## src/sv/bsr_pkg.sv

```systemverilog
// ============================================================================
// bsr_pkg: shared types and constants of the bisync frame receiver
// Receive phase codes, EBCDIC control characters, register indexes and the
// state and result records passed between the decoder and the top level.
// ============================================================================
`default_nettype none

package bsr_pkg;

    // Receive phases. Code 7 is unused and behaves as out of sync.
    localparam logic [2:0] PH_HUNT   = 3'd0;
    localparam logic [2:0] PH_IDLE   = 3'd1;
    localparam logic [2:0] PH_DATA   = 3'd2;
    localparam logic [2:0] PH_TRANSP = 3'd3;
    localparam logic [2:0] PH_BCC1   = 3'd4;
    localparam logic [2:0] PH_BCC2   = 3'd5;
    localparam logic [2:0] PH_PAD    = 3'd6;

    // Fixed EBCDIC control characters.
    localparam logic [7:0] C_SOH  = 8'h01;
    localparam logic [7:0] C_STX  = 8'h02;
    localparam logic [7:0] C_ETX  = 8'h03;
    localparam logic [7:0] C_ITB  = 8'h1F;
    localparam logic [7:0] C_ETB  = 8'h26;
    localparam logic [7:0] C_ENQ  = 8'h2D;
    localparam logic [7:0] C_EOT  = 8'h37;
    localparam logic [7:0] C_NAK  = 8'h3D;
    localparam logic [7:0] C_ACK0 = 8'h70;
    localparam logic [7:0] C_ACK1 = 8'h61;

    // Configuration register indexes and reset values.
    localparam int         CFG_IDX_W       = 2;
    localparam logic [1:0] CFG_SYNC_CODE   = 2'd0;
    localparam logic [1:0] CFG_ESCAPE_CODE = 2'd1;
    localparam logic [7:0] SYNC_RESET      = 8'h32;
    localparam logic [7:0] ESCAPE_RESET    = 8'h10;

    // Bit counting: a byte is complete every eighth bit; the count saturates.
    localparam logic [3:0] BYTE_BITS = 4'd8;
    localparam logic [3:0] COUNT_MAX = 4'd15;

    typedef struct packed {
        logic [7:0] shift_byte;
        logic [3:0] bit_count;
        logic [2:0] phase;
        logic       escape_pending;
        logic       frame_empty;
    } t_state;

    typedef struct packed {
        logic [7:0] data_byte;
        logic       frame_end;
        logic       last;
    } t_result;

    // Up to two results caused by one input item.
    typedef struct packed {
        logic [1:0] count;
        t_result    res0;
        t_result    res1;
    } t_emit;

endpackage

`default_nettype wire

```

## src/sv/bsr_in_if.sv

```systemverilog
// ============================================================================
// bsr_in_if: input channel of the bisync frame receiver
// Carries one sampled line bit or a restart request per transfer.
// ============================================================================
`default_nettype none

interface bsr_in_if;
    logic valid;
    logic ready;
    logic kind;
    logic line_bit;

    modport source (output valid, output kind, output line_bit, input ready);
    modport sink   (input valid, input kind, input line_bit, output ready);
endinterface

`default_nettype wire

```

## src/sv/bsr_out_if.sv

```systemverilog
// ============================================================================
// bsr_out_if: result channel of the bisync frame receiver
// Carries one received frame byte per transfer with its end marks.
// ============================================================================
`default_nettype none

interface bsr_out_if;
    logic       valid;
    logic       ready;
    logic [7:0] data_byte;
    logic       frame_end;
    logic       last;

    modport source (output valid, output data_byte, output frame_end, output last,
                    input ready);
    modport sink   (input valid, input data_byte, input frame_end, input last,
                    output ready);
endinterface

`default_nettype wire

```

## src/sv/bsr_cfg_if.sv

```systemverilog
// ============================================================================
// bsr_cfg_if: configuration write channel of the bisync frame receiver
// Carries a register index and the data to write into it.
// ============================================================================
`default_nettype none

interface bsr_cfg_if;
    logic                          valid;
    logic                          ready;
    logic [bsr_pkg::CFG_IDX_W-1:0] index;
    logic [7:0]                    data;

    modport source (output valid, output index, output data, input ready);
    modport sink   (input valid, input index, input data, output ready);
endinterface

`default_nettype wire

```

## src/sv/bsr_decode.sv

```systemverilog
// ============================================================================
// bsr_decode: receive state update for one input item
// Shifts in the line bit, hunts for sync, and on each complete byte walks
// the bisync receive phases, producing up to two frame bytes.
// ============================================================================
`default_nettype none

module bsr_decode (
    input  bsr_pkg::t_state i_state,
    input  logic            i_kind,
    input  logic            i_line_bit,
    input  logic [7:0]      i_sync_code,
    input  logic [7:0]      i_escape_code,
    output bsr_pkg::t_state o_state,
    output bsr_pkg::t_emit  o_emit
);

    bsr_pkg::t_state nx;
    logic [1:0]      cnt;
    logic [7:0]      d0;
    logic [7:0]      d1;
    logic            e0;
    logic            e1;
    logic [7:0]      b;

    assign b = {i_line_bit, i_state.shift_byte[7:1]};

    // Next state and emitted bytes.
    always_comb begin
        nx  = i_state;
        cnt = 2'd0;
        d0  = '0;
        d1  = '0;
        e0  = 1'b0;
        e1  = 1'b0;
        if (i_kind) begin
            nx.phase = bsr_pkg::PH_HUNT;
        end else begin
            nx.shift_byte = b;
            if (i_state.bit_count != bsr_pkg::COUNT_MAX) begin
                nx.bit_count = i_state.bit_count + 4'd1;
            end
            if (i_state.phase == bsr_pkg::PH_HUNT || i_state.phase > bsr_pkg::PH_PAD) begin
                // Bit-by-bit hunt for the sync pattern.
                nx.phase = bsr_pkg::PH_HUNT;
                if (b == i_sync_code) begin
                    nx.phase          = bsr_pkg::PH_IDLE;
                    nx.escape_pending = 1'b0;
                    nx.bit_count      = '0;
                    cnt               = 2'd1;
                    d0                = b;
                end
            end else if (nx.bit_count == bsr_pkg::BYTE_BITS) begin
                nx.bit_count = '0;
                case (i_state.phase)
                    bsr_pkg::PH_PAD: begin
                        cnt               = 2'd1;
                        d0                = b;
                        e0                = 1'b1;
                        nx.phase          = bsr_pkg::PH_IDLE;
                        nx.escape_pending = 1'b0;
                    end
                    bsr_pkg::PH_IDLE, bsr_pkg::PH_DATA: begin
                        if (b == i_sync_code) begin
                            // A SYN is stored only at the start of a frame.
                            if (i_state.frame_empty) begin
                                cnt = 2'd1;
                                d0  = b;
                            end
                        end else if (b == i_escape_code) begin
                            nx.escape_pending = 1'b1;
                        end else if (i_state.escape_pending && b == bsr_pkg::C_STX) begin
                            nx.phase          = bsr_pkg::PH_TRANSP;
                            cnt               = 2'd2;
                            d0                = i_escape_code;
                            d1                = bsr_pkg::C_STX;
                            nx.escape_pending = 1'b0;
                        end else if (b == bsr_pkg::C_STX || b == bsr_pkg::C_SOH) begin
                            nx.phase          = bsr_pkg::PH_DATA;
                            cnt               = 2'd1;
                            d0                = b;
                            nx.escape_pending = 1'b0;
                        end else if (i_state.phase == bsr_pkg::PH_IDLE) begin
                            if (i_state.escape_pending &&
                                (b == bsr_pkg::C_ACK0 || b == bsr_pkg::C_ACK1)) begin
                                cnt      = 2'd2;
                                d0       = i_escape_code;
                                d1       = b;
                                nx.phase = bsr_pkg::PH_PAD;
                            end else begin
                                nx.escape_pending = 1'b0;
                                if (b == bsr_pkg::C_EOT || b == bsr_pkg::C_NAK) begin
                                    cnt      = 2'd1;
                                    d0       = b;
                                    nx.phase = bsr_pkg::PH_PAD;
                                end
                            end
                        end else begin
                            // Normal data text byte.
                            cnt = 2'd1;
                            d0  = b;
                            if (b == bsr_pkg::C_ETB || b == bsr_pkg::C_ETX) begin
                                nx.phase = bsr_pkg::PH_BCC1;
                            end
                        end
                    end
                    bsr_pkg::PH_TRANSP: begin
                        if (i_state.escape_pending && b == i_escape_code) begin
                            // DLE DLE unstuffs to a single DLE.
                            cnt               = 2'd1;
                            d0                = i_escape_code;
                            nx.escape_pending = 1'b0;
                        end else if (i_state.escape_pending && b == bsr_pkg::C_ENQ) begin
                            cnt               = 2'd2;
                            d0                = i_escape_code;
                            d1                = b;
                            e1                = 1'b1;
                            nx.escape_pending = 1'b0;
                            nx.phase          = bsr_pkg::PH_IDLE;
                        end else if (i_state.escape_pending &&
                                     (b == bsr_pkg::C_ITB || b == bsr_pkg::C_ETX ||
                                      b == bsr_pkg::C_ETB)) begin
                            cnt      = 2'd2;
                            d0       = i_escape_code;
                            d1       = b;
                            nx.phase = bsr_pkg::PH_BCC1;
                        end else if (b == i_escape_code) begin
                            nx.escape_pending = 1'b1;
                        end else begin
                            cnt = 2'd1;
                            d0  = b;
                        end
                    end
                    bsr_pkg::PH_BCC1: begin
                        cnt      = 2'd1;
                        d0       = b;
                        nx.phase = bsr_pkg::PH_BCC2;
                    end
                    bsr_pkg::PH_BCC2: begin
                        cnt      = 2'd1;
                        d0       = b;
                        nx.phase = bsr_pkg::PH_PAD;
                    end
                    default: begin
                        nx.phase = i_state.phase;
                    end
                endcase
            end
        end
        // The frame is empty again exactly when the last stored byte ended it.
        if (cnt == 2'd1) begin
            nx.frame_empty = e0;
        end else if (cnt == 2'd2) begin
            nx.frame_empty = e1;
        end
    end

    assign o_state              = nx;
    assign o_emit.count         = cnt;
    assign o_emit.res0.data_byte = d0;
    assign o_emit.res0.frame_end = e0;
    assign o_emit.res0.last      = (cnt == 2'd1);
    assign o_emit.res1.data_byte = d1;
    assign o_emit.res1.frame_end = e1;
    assign o_emit.res1.last      = 1'b1;

endmodule

`default_nettype wire

```

## src/sv/bisync_frame_receiver.sv

```systemverilog
// The results of an accepted item are written to the result queue, which offers them on o_out.
// Throughput: one item per cycle while i_in.ready is high; each item is decoded in the cycle it is accepted.
// i_in.ready drops only while the result queue lacks room for two more results,
// which sets the rate when the result side stalls.
// Reset (synchronous, active low) clears the receive state to out of sync,
// empties the result queue and restores the sync and escape codes.
// ============================================================================
// bisync_frame_receiver: bisync line receiver
// Assembles line bits into bytes after sync and emits the bytes of each
// received frame, marking frame ends.
// ============================================================================
`default_nettype none

module bisync_frame_receiver #(
    parameter int RES_DEPTH = 4
) (
    input  logic             i_clk,
    input  logic             i_rst_n,
    bsr_in_if.sink           i_in,
    bsr_out_if.source        o_out,
    bsr_cfg_if.sink          i_cfg
);

    localparam int PTR_W = (RES_DEPTH > 1) ? $clog2(RES_DEPTH) : 1;
    localparam int CNT_W = $clog2(RES_DEPTH + 1);

    bsr_pkg::t_state  r_state;
    bsr_pkg::t_state  n_state;
    bsr_pkg::t_emit   dec_emit;
    logic [7:0]       r_sync_code;
    logic [7:0]       r_escape_code;
    bsr_pkg::t_result r_buf [RES_DEPTH];
    logic [PTR_W-1:0] r_wr_ptr;
    logic [PTR_W-1:0] r_rd_ptr;
    logic [CNT_W-1:0] r_count;
    logic [PTR_W-1:0] wr_next;
    logic             in_take;
    logic             out_take;
    logic [1:0]       push_n;

    function automatic logic [PTR_W-1:0] ptr_inc(input logic [PTR_W-1:0] p);
        return (p == PTR_W'(RES_DEPTH - 1)) ? '0 : p + PTR_W'(1);
    endfunction

    assign in_take  = i_in.valid && i_in.ready;
    assign out_take = o_out.valid && o_out.ready;
    assign push_n   = in_take ? dec_emit.count : 2'd0;
    assign wr_next  = ptr_inc(r_wr_ptr);

    // Room for the worst case of two results per item.
    assign i_in.ready  = (r_count <= CNT_W'(RES_DEPTH - 2));
    assign i_cfg.ready = 1'b1;

    bsr_decode u_decode (
        .i_state       (r_state),
        .i_kind        (i_in.kind),
        .i_line_bit    (i_in.line_bit),
        .i_sync_code   (r_sync_code),
        .i_escape_code (r_escape_code),
        .o_state       (n_state),
        .o_emit        (dec_emit)
    );

    // Receive state advances on every accepted request.
    always_ff @(posedge i_clk) begin
        if (!i_rst_n) begin
            r_state.shift_byte     <= '0;
            r_state.bit_count      <= '0;
            r_state.phase          <= bsr_pkg::PH_HUNT;
            r_state.escape_pending <= 1'b0;
            r_state.frame_empty    <= 1'b1;
        end else if (in_take) begin
            r_state <= n_state;
        end
    end

    // Configuration registers.
    always_ff @(posedge i_clk) begin
        if (!i_rst_n) begin
            r_sync_code   <= bsr_pkg::SYNC_RESET;
            r_escape_code <= bsr_pkg::ESCAPE_RESET;
        end else if (i_cfg.valid && i_cfg.ready) begin
            case (i_cfg.index)
                bsr_pkg::CFG_SYNC_CODE:   r_sync_code   <= i_cfg.data;
                bsr_pkg::CFG_ESCAPE_CODE: r_escape_code <= i_cfg.data;
                default: begin
                end
            endcase
        end
    end

    // Result queue storage.
    always_ff @(posedge i_clk) begin
        if (push_n != 2'd0) begin
            r_buf[r_wr_ptr] <= dec_emit.res0;
        end
        if (push_n == 2'd2) begin
            r_buf[wr_next] <= dec_emit.res1;
        end
    end

    // Result queue pointers and fill count.
    always_ff @(posedge i_clk) begin
        if (!i_rst_n) begin
            r_wr_ptr <= '0;
            r_rd_ptr <= '0;
            r_count  <= '0;
        end else begin
            if (push_n == 2'd1) begin
                r_wr_ptr <= wr_next;
            end else if (push_n == 2'd2) begin
                r_wr_ptr <= ptr_inc(wr_next);
            end
            if (out_take) begin
                r_rd_ptr <= ptr_inc(r_rd_ptr);
            end
            r_count <= r_count + CNT_W'(push_n) - CNT_W'(out_take);
        end
    end

    assign o_out.valid     = (r_count != '0);
    assign o_out.data_byte = r_buf[r_rd_ptr].data_byte;
    assign o_out.frame_end = r_buf[r_rd_ptr].frame_end;
    assign o_out.last      = r_buf[r_rd_ptr].last;

endmodule

`default_nettype wire

```

## src/flat_wrapper.sv

```systemverilog
// flat-port wrapper written by rule: the top's interface ports become plain ports
module bisync_frame_receiver_flat 
#(
    parameter int RES_DEPTH = 4
)
  (i_clk, i_rst_n, i_in_valid, i_in_kind, i_in_line_bit, i_in_ready, o_out_valid, o_out_data_byte, o_out_frame_end, o_out_last, o_out_ready, i_cfg_valid, i_cfg_index, i_cfg_data, i_cfg_ready);
  bsr_in_if i_in_i ();
  bsr_out_if o_out_i ();
  bsr_cfg_if i_cfg_i ();
  input  logic i_clk;
  input  logic i_rst_n;
  input wire logic [$bits(i_in_i.valid)-1:0] i_in_valid;
  input wire logic [$bits(i_in_i.kind)-1:0] i_in_kind;
  input wire logic [$bits(i_in_i.line_bit)-1:0] i_in_line_bit;
  output wire logic [$bits(i_in_i.ready)-1:0] i_in_ready;
  output wire logic [$bits(o_out_i.valid)-1:0] o_out_valid;
  output wire logic [$bits(o_out_i.data_byte)-1:0] o_out_data_byte;
  output wire logic [$bits(o_out_i.frame_end)-1:0] o_out_frame_end;
  output wire logic [$bits(o_out_i.last)-1:0] o_out_last;
  input wire logic [$bits(o_out_i.ready)-1:0] o_out_ready;
  input wire logic [$bits(i_cfg_i.valid)-1:0] i_cfg_valid;
  input wire logic [$bits(i_cfg_i.index)-1:0] i_cfg_index;
  input wire logic [$bits(i_cfg_i.data)-1:0] i_cfg_data;
  output wire logic [$bits(i_cfg_i.ready)-1:0] i_cfg_ready;
  assign i_in_i.valid = i_in_valid;
  assign i_in_i.kind = i_in_kind;
  assign i_in_i.line_bit = i_in_line_bit;
  assign i_in_ready = i_in_i.ready;
  assign o_out_valid = o_out_i.valid;
  assign o_out_data_byte = o_out_i.data_byte;
  assign o_out_frame_end = o_out_i.frame_end;
  assign o_out_last = o_out_i.last;
  assign o_out_i.ready = o_out_ready;
  assign i_cfg_i.valid = i_cfg_valid;
  assign i_cfg_i.index = i_cfg_index;
  assign i_cfg_i.data = i_cfg_data;
  assign i_cfg_ready = i_cfg_i.ready;
  bisync_frame_receiver #(.RES_DEPTH(RES_DEPTH)) u_core (.i_clk(i_clk), .i_rst_n(i_rst_n), .i_in(i_in_i), .o_out(o_out_i), .i_cfg(i_cfg_i));
endmodule
```

## config.mk

```make
export PLATFORM = sky130hd
export DESIGN_NAME = bisync_frame_receiver_flat
export DESIGN_NICKNAME = d
export VERILOG_FILES = /design/src/sv/bsr_pkg.sv /design/src/sv/bsr_in_if.sv /design/src/sv/bsr_out_if.sv /design/src/sv/bsr_cfg_if.sv /design/src/sv/bsr_decode.sv /design/src/sv/bisync_frame_receiver.sv /design/src/flat_wrapper.sv
export SDC_FILE = /design/constraint.sdc
export NUM_CORES = 1
export LEC_CHECK = 0
export BUFFER_PORTS_ARGS = -buffer_cell sky130_fd_sc_hd__buf_2
export CORE_MARGIN = 5
export CORE_UTILIZATION = 30
export DETAILED_ROUTE_END_ITERATION = 7
export HOLD_SLACK_MARGIN = 0.12
export PLACE_DENSITY = 0.56
export SLEW_MARGIN = 20
export SYNTH_ARGS = -nofsm -noshare
export SYNTH_HDL_FRONTEND = slang
export SYNTH_HIERARCHICAL = 1
export SYNTH_SLANG_ARGS = --single-unit
```

## constraint.sdc

```tcl
create_clock -name i_clk -period 5.9 [get_ports i_clk]
set_input_delay 0.295 -clock i_clk [delete_from_list [all_inputs] [get_ports i_clk]]
set_output_delay 0.295 -clock i_clk [all_outputs]
set_load 0.02 [all_outputs]
```

# After elaboration in Yosys (flattened, before gate mapping)
# Memories as Yosys holds them, arrays and structs flattened. A register that Yosys moved wholly into a read port is not among the register bits.
# Index checks and enable logic that the tools add are counted.
dict set report word_totals {
  register_bits 40
  mem_bits_rw 40
  inputBits 17
  out_inout_bits 13
  wordCells 188
  n_memories 1
}
dict set report classes {
  addsub 6
  order_cmp 2
  eq_ne 40
  muxes 96
  n_bitwise 1
  reduce_logical 32
}
# memory words width read_ports rd_clocked_by_memory_dff wr line_no
set memory_table {}
lappend memory_table {u_core.r_buf 4 10 1 1 2 bisync_frame_receiver.sv:32} ;# bsr_pkg::t_result r_buf [RES_DEPTH];
# op n
set op_table {}
lappend op_table {{$mux 8} 31}
lappend op_table {{$mux 2} 20}
lappend op_table {{$eq 8x6->1 const B} 4}
lappend op_table {{$mux 1} 26}
lappend op_table {{$mux 3} 8}
lappend op_table {{$mux 4} 6}
lappend op_table {{$pmux 8 s3} 1}
lappend op_table {{$eq 8x2->1 const B} 2}
lappend op_table {{$eq 8x7->1 const B} 2}
lappend op_table {{$eq 8x8->1} 2}
lappend op_table {{$ne 4x4->1 const B} 4}
lappend op_table {{$pmux 8 s2} 1}
lappend op_table {{$ne 5x5->1 const B} 3}
lappend op_table {{$pmux 3 s5} 1}
lappend op_table {{$ne 6x6->1 const B} 2}
lappend op_table {{$eq 2x2->1 const B} 5}
lappend op_table {{$reduce_and 10->1} 1}
lappend op_table {{$eq 3x3->1 const B} 3}
lappend op_table {{$reduce_and 9->1} 1}
lappend op_table {{$eq 8x1->1 const B} 1}
lappend op_table {{$eq 8x5->1 const B} 1}
lappend op_table {{$ne 8x8->1 const B} 1}
lappend op_table {{$reduce_and 2->1} 4}
lappend op_table {{$reduce_bool 2->1} 4}
lappend op_table {{other kinds (25)} 43}

# Logic depth before layout (Yosys ltp)
dict set report logic_depth {
  word_depth 17
  mapped_depth 15
  depth_no_buf 13
}

# Hierarchy
# The synthesis kept the hierarchy.
# module instances cells_per_inst area_per_inst_um2 seq_area_each_um2
set by_module_without_submodules {}
lappend by_module_without_submodules {bisync_frame_receiver 1 305 3849.9 2042.0}
lappend by_module_without_submodules {bsr_decode 1 252 1544.0 0.0}

# Least setup slack after synthesis
# Ideal clock, no wire load.
dict set report synth_path {
  path_kind {register -> register}
  startpoint {reg u_core/r_state[12] (netlist bit)}
  endpoint {mem u_core/r_buf[0][0] (netlist bit), enable pin}
  setup_ps 376
  arrival_ps 2971
  t_required_ps 5524
  path_slack_ps 2553
  path_stages_with_launch 11
  path_buffers 1
  period_less_slack_ps 3347
  path_cell_list {dfxtp_1 -> buf_6 -> or4_4 -> nor3_1 -> nor3_1 -> nor2_1 -> a21oi_1 -> a32oi_1 -> nor2_1 -> or3_1 -> nor2_1}
}
# element line_no
set synth_lines {}
lappend synth_lines {{from (decl)} bisync_frame_receiver.sv:27} ;# bsr_pkg::t_state r_state;
lappend synth_lines {{from (signal assigned)} bisync_frame_receiver.sv:73} ;# r_state <= n_state;
lappend synth_lines {{to (decl)} bisync_frame_receiver.sv:32}

==> flow_summary_export.csv <==
group,metric,value,unit
cts,clock_latency,340,ps
place,dp_hpwl,9950,um
power,intPower,1030,uW
die,dieHeight,144,um
cts,cts_buffer_depth,2,
critical_path,crit_fanout,14,
die,die_w,144,um
die,die-area,20600,um^2
critical_path,end_kind,"register",
detailed_routing,viasPerCell,5.47,
cts,cts_setup_buffers,0,
cts,clkSinkCount,81,
detailed_routing,vias,4252,
power,power,1450,uW
sta,totalNegativeSetupSlack,0,ps
global_routing,gr-total-overflow,0,
power,pwr-share-clk,38.7,%
place,portBuffers,28,
place,gp_congestion,0.954,
sta,finalCriticalPeriod,4430,ps
final_layout,post-route-util,33.6,%
final_layout,syn_to_final_growth,9.50,%
critical_path,crit_slowest_cell,"nor2_1",
critical_path,r2r-end,"u_core/r_buf[0][2]",
critical_path,r2r_cells,9,
yosys,avgSynthCellArea,9.69,um^2
critical_path,cp.arrival,4400,ps
cts,ctsRootBufferMaster,"clkbuf_16",
final_layout,final_cells,778,
die,core,17400,um^2
cts,cts_tree,"yes",
global_routing,gr-usage-all-layers,13.4,%
power,pwr-share-comb,16.3,%
cts,cts_resized,0,
sta,whs,194,ps
min_path,worstHoldStart,"i_cfg_data[4]",
global_routing,grt_pass1_wl,22000,um
sta,finalCritPeriodShare,75.1,%
place,dpl.cell_count,762,
detailed_routing,first_pass_iters,5,
min_path,hp-class,"input pin to register",
power,p_leak,0.00208,uW
critical_path,path_cells,"xor2_1, nor4_1, and2_1, nor3_1, o21ai_0, a21oi_1, nor2_1, or3_1, nor2_1",
power,switchingPower,417,uW
detailed_routing,wl_per_cell,17.5,um
cts,numCtsBuffers,9,
status,outcome,"finished, final reports clean",
power,powerDensity,247,nW/um^2
sta,setup_viol,0,
final_layout,layout_commonest_cell,"dfxtp_1",
final_layout,final_cell_mix,"dfxtp_1 (41), edfxtp_1 (40), o21ai_0 (39)",
cts,clk_pin_slew,60,ps
die,io_pins,30,
sta,fin_skew,6.23,ps
cts,htree_levels,3,
final_layout,nets,577,
power,p_seq_share,45.0,%
yosys,syn-instance-count,552,
power,vdd_drop_max,0.211,mV
final_layout,drive_gt1_share,20.3,%
yosys,syn_nets,581,
critical_path,worst-path-buf-inv,0,
sta,worst_pin_slew,991,ps
sta,rsz0062_at_grt,"no",
flow_run,maxCapViolCount,0,
power,p_sw_share,28.8,%
detailed_routing,postRouteAntennaNets,0,
min_path,worstHoldPathCells,3,
detailed_routing,wirelength,13700,um
critical_path,start_kind,"register",
detailed_routing,drt_iter0_drc,369,
yosys,synth_area,5350,um^2
critical_path,crit_required,5870,ps
detailed_routing,drc_errors,0,
critical_path,cp_top_family,"simple AND/OR/NAND/NOR gates",
critical_path,r2r_slack,1470,ps
global_routing,grt_pass1_vias,4155,
sta,relSlewSlack,33.5,%
global_routing,grt_antenna_before_repair,0,
min_path,holdPathEnd,"u_core/r_escape_code[4]",
final_layout,diodes,0,
sta,max_freq,0.226,GHz
yosys,ys_warn_count,6,
critical_path,r2r_start,"u_core/r_state[10]",
sta,finalHoldViolations,0,
critical_path,crit_type,"register to register",
critical_path,cpMostUsedCell,"nor2_1",
die,start_util,30.7,%
die,row_count,48,
critical_path,cpPeakStageDelay,730,ps
global_routing,grt_max_degree,32,
sta,drv_slew,0,
critical_path,path_depth,9,
cts,holdBufCountCts,0,
[registers in the layout, indices dropped and copies added, names as in the netlist, named ones only]
name                  flops
u_core/r_state           16
u_core/r_wr_ptr           2
u_core/r_rd_ptr           2
u_core/r_buf             40
u_core/r_count            3
u_core/r_escape_code      8
u_core/r_sync_code        8
[tightest hold or removal path: stages]
cell	delay (ps)
buf_2	100
mux2i_1	60
nand2_1	50
[worst max-delay path by stage]
stage / start / end / slack, ps
2_1_floorplan: u_core/r_state[12] / u_core/r_buf[0][0] / 2550
5_1_grt: u_core/r_state[10] / u_core/r_buf[0][6] / 1050
3_5_place_dp: u_core/r_state[10] / u_core/r_buf[0][2] / 1570
3_3_place_gp: u_core/r_state[11] / u_core/r_buf[0][3] / 1700
4_1_cts: u_core/r_state[10] / u_core/r_buf[0][2] / 1530
6_report: u_core/r_state[10] / u_core/r_buf[0][2] / 1470
[final cells by class]
cell class / count / area (um^2)
Clock buffer: 9 / 225
Inverter: 16 / 60.1
Multi-Input combinational cell: 410 / 3040
Sequential cell: 81 / 2020
Timing Repair Buffer: 30 / 155
Fill cell: 1767 / 11600
Tap cell: 225 / 282
Clock inverter: 7 / 68.8
[metal layers]
metal  share of wire, %  up-vias  track usage (%)  routed length [um]
li1                   -     2049                -                   -
met2                 48      130             22.2                6520
met3                4.8       17             2.00                 650
met5                  0        -                0                   0
met4                1.6        0             4.86                 216
met1                 46     2056             17.9                6270
[stage by stage]
stage	worst slack, ps	area [um^2]
floorplan	2550	5350
global placement	1700	5560
detailed placement	1570	5560
CTS	1530	5860
global route	1050	5860
finish	1470	5860
[power groups by stage]
| stage | registers (uW) | clock network [uW] | logic, uW |
|---|---|---|---|
| 4_1_cts | 652 | 577 | 241 |
| 2_1_floorplan | 638 | 0 | 199 |
| 3_5_place_dp | 664 | 0 | 240 |
| 3_3_place_gp | 662 | 0 | 234 |
| 6_report | 651 | 560 | 236 |
| 5_1_grt | 657 | 601 | 265 |
Power figures use the tool's default switching activity.
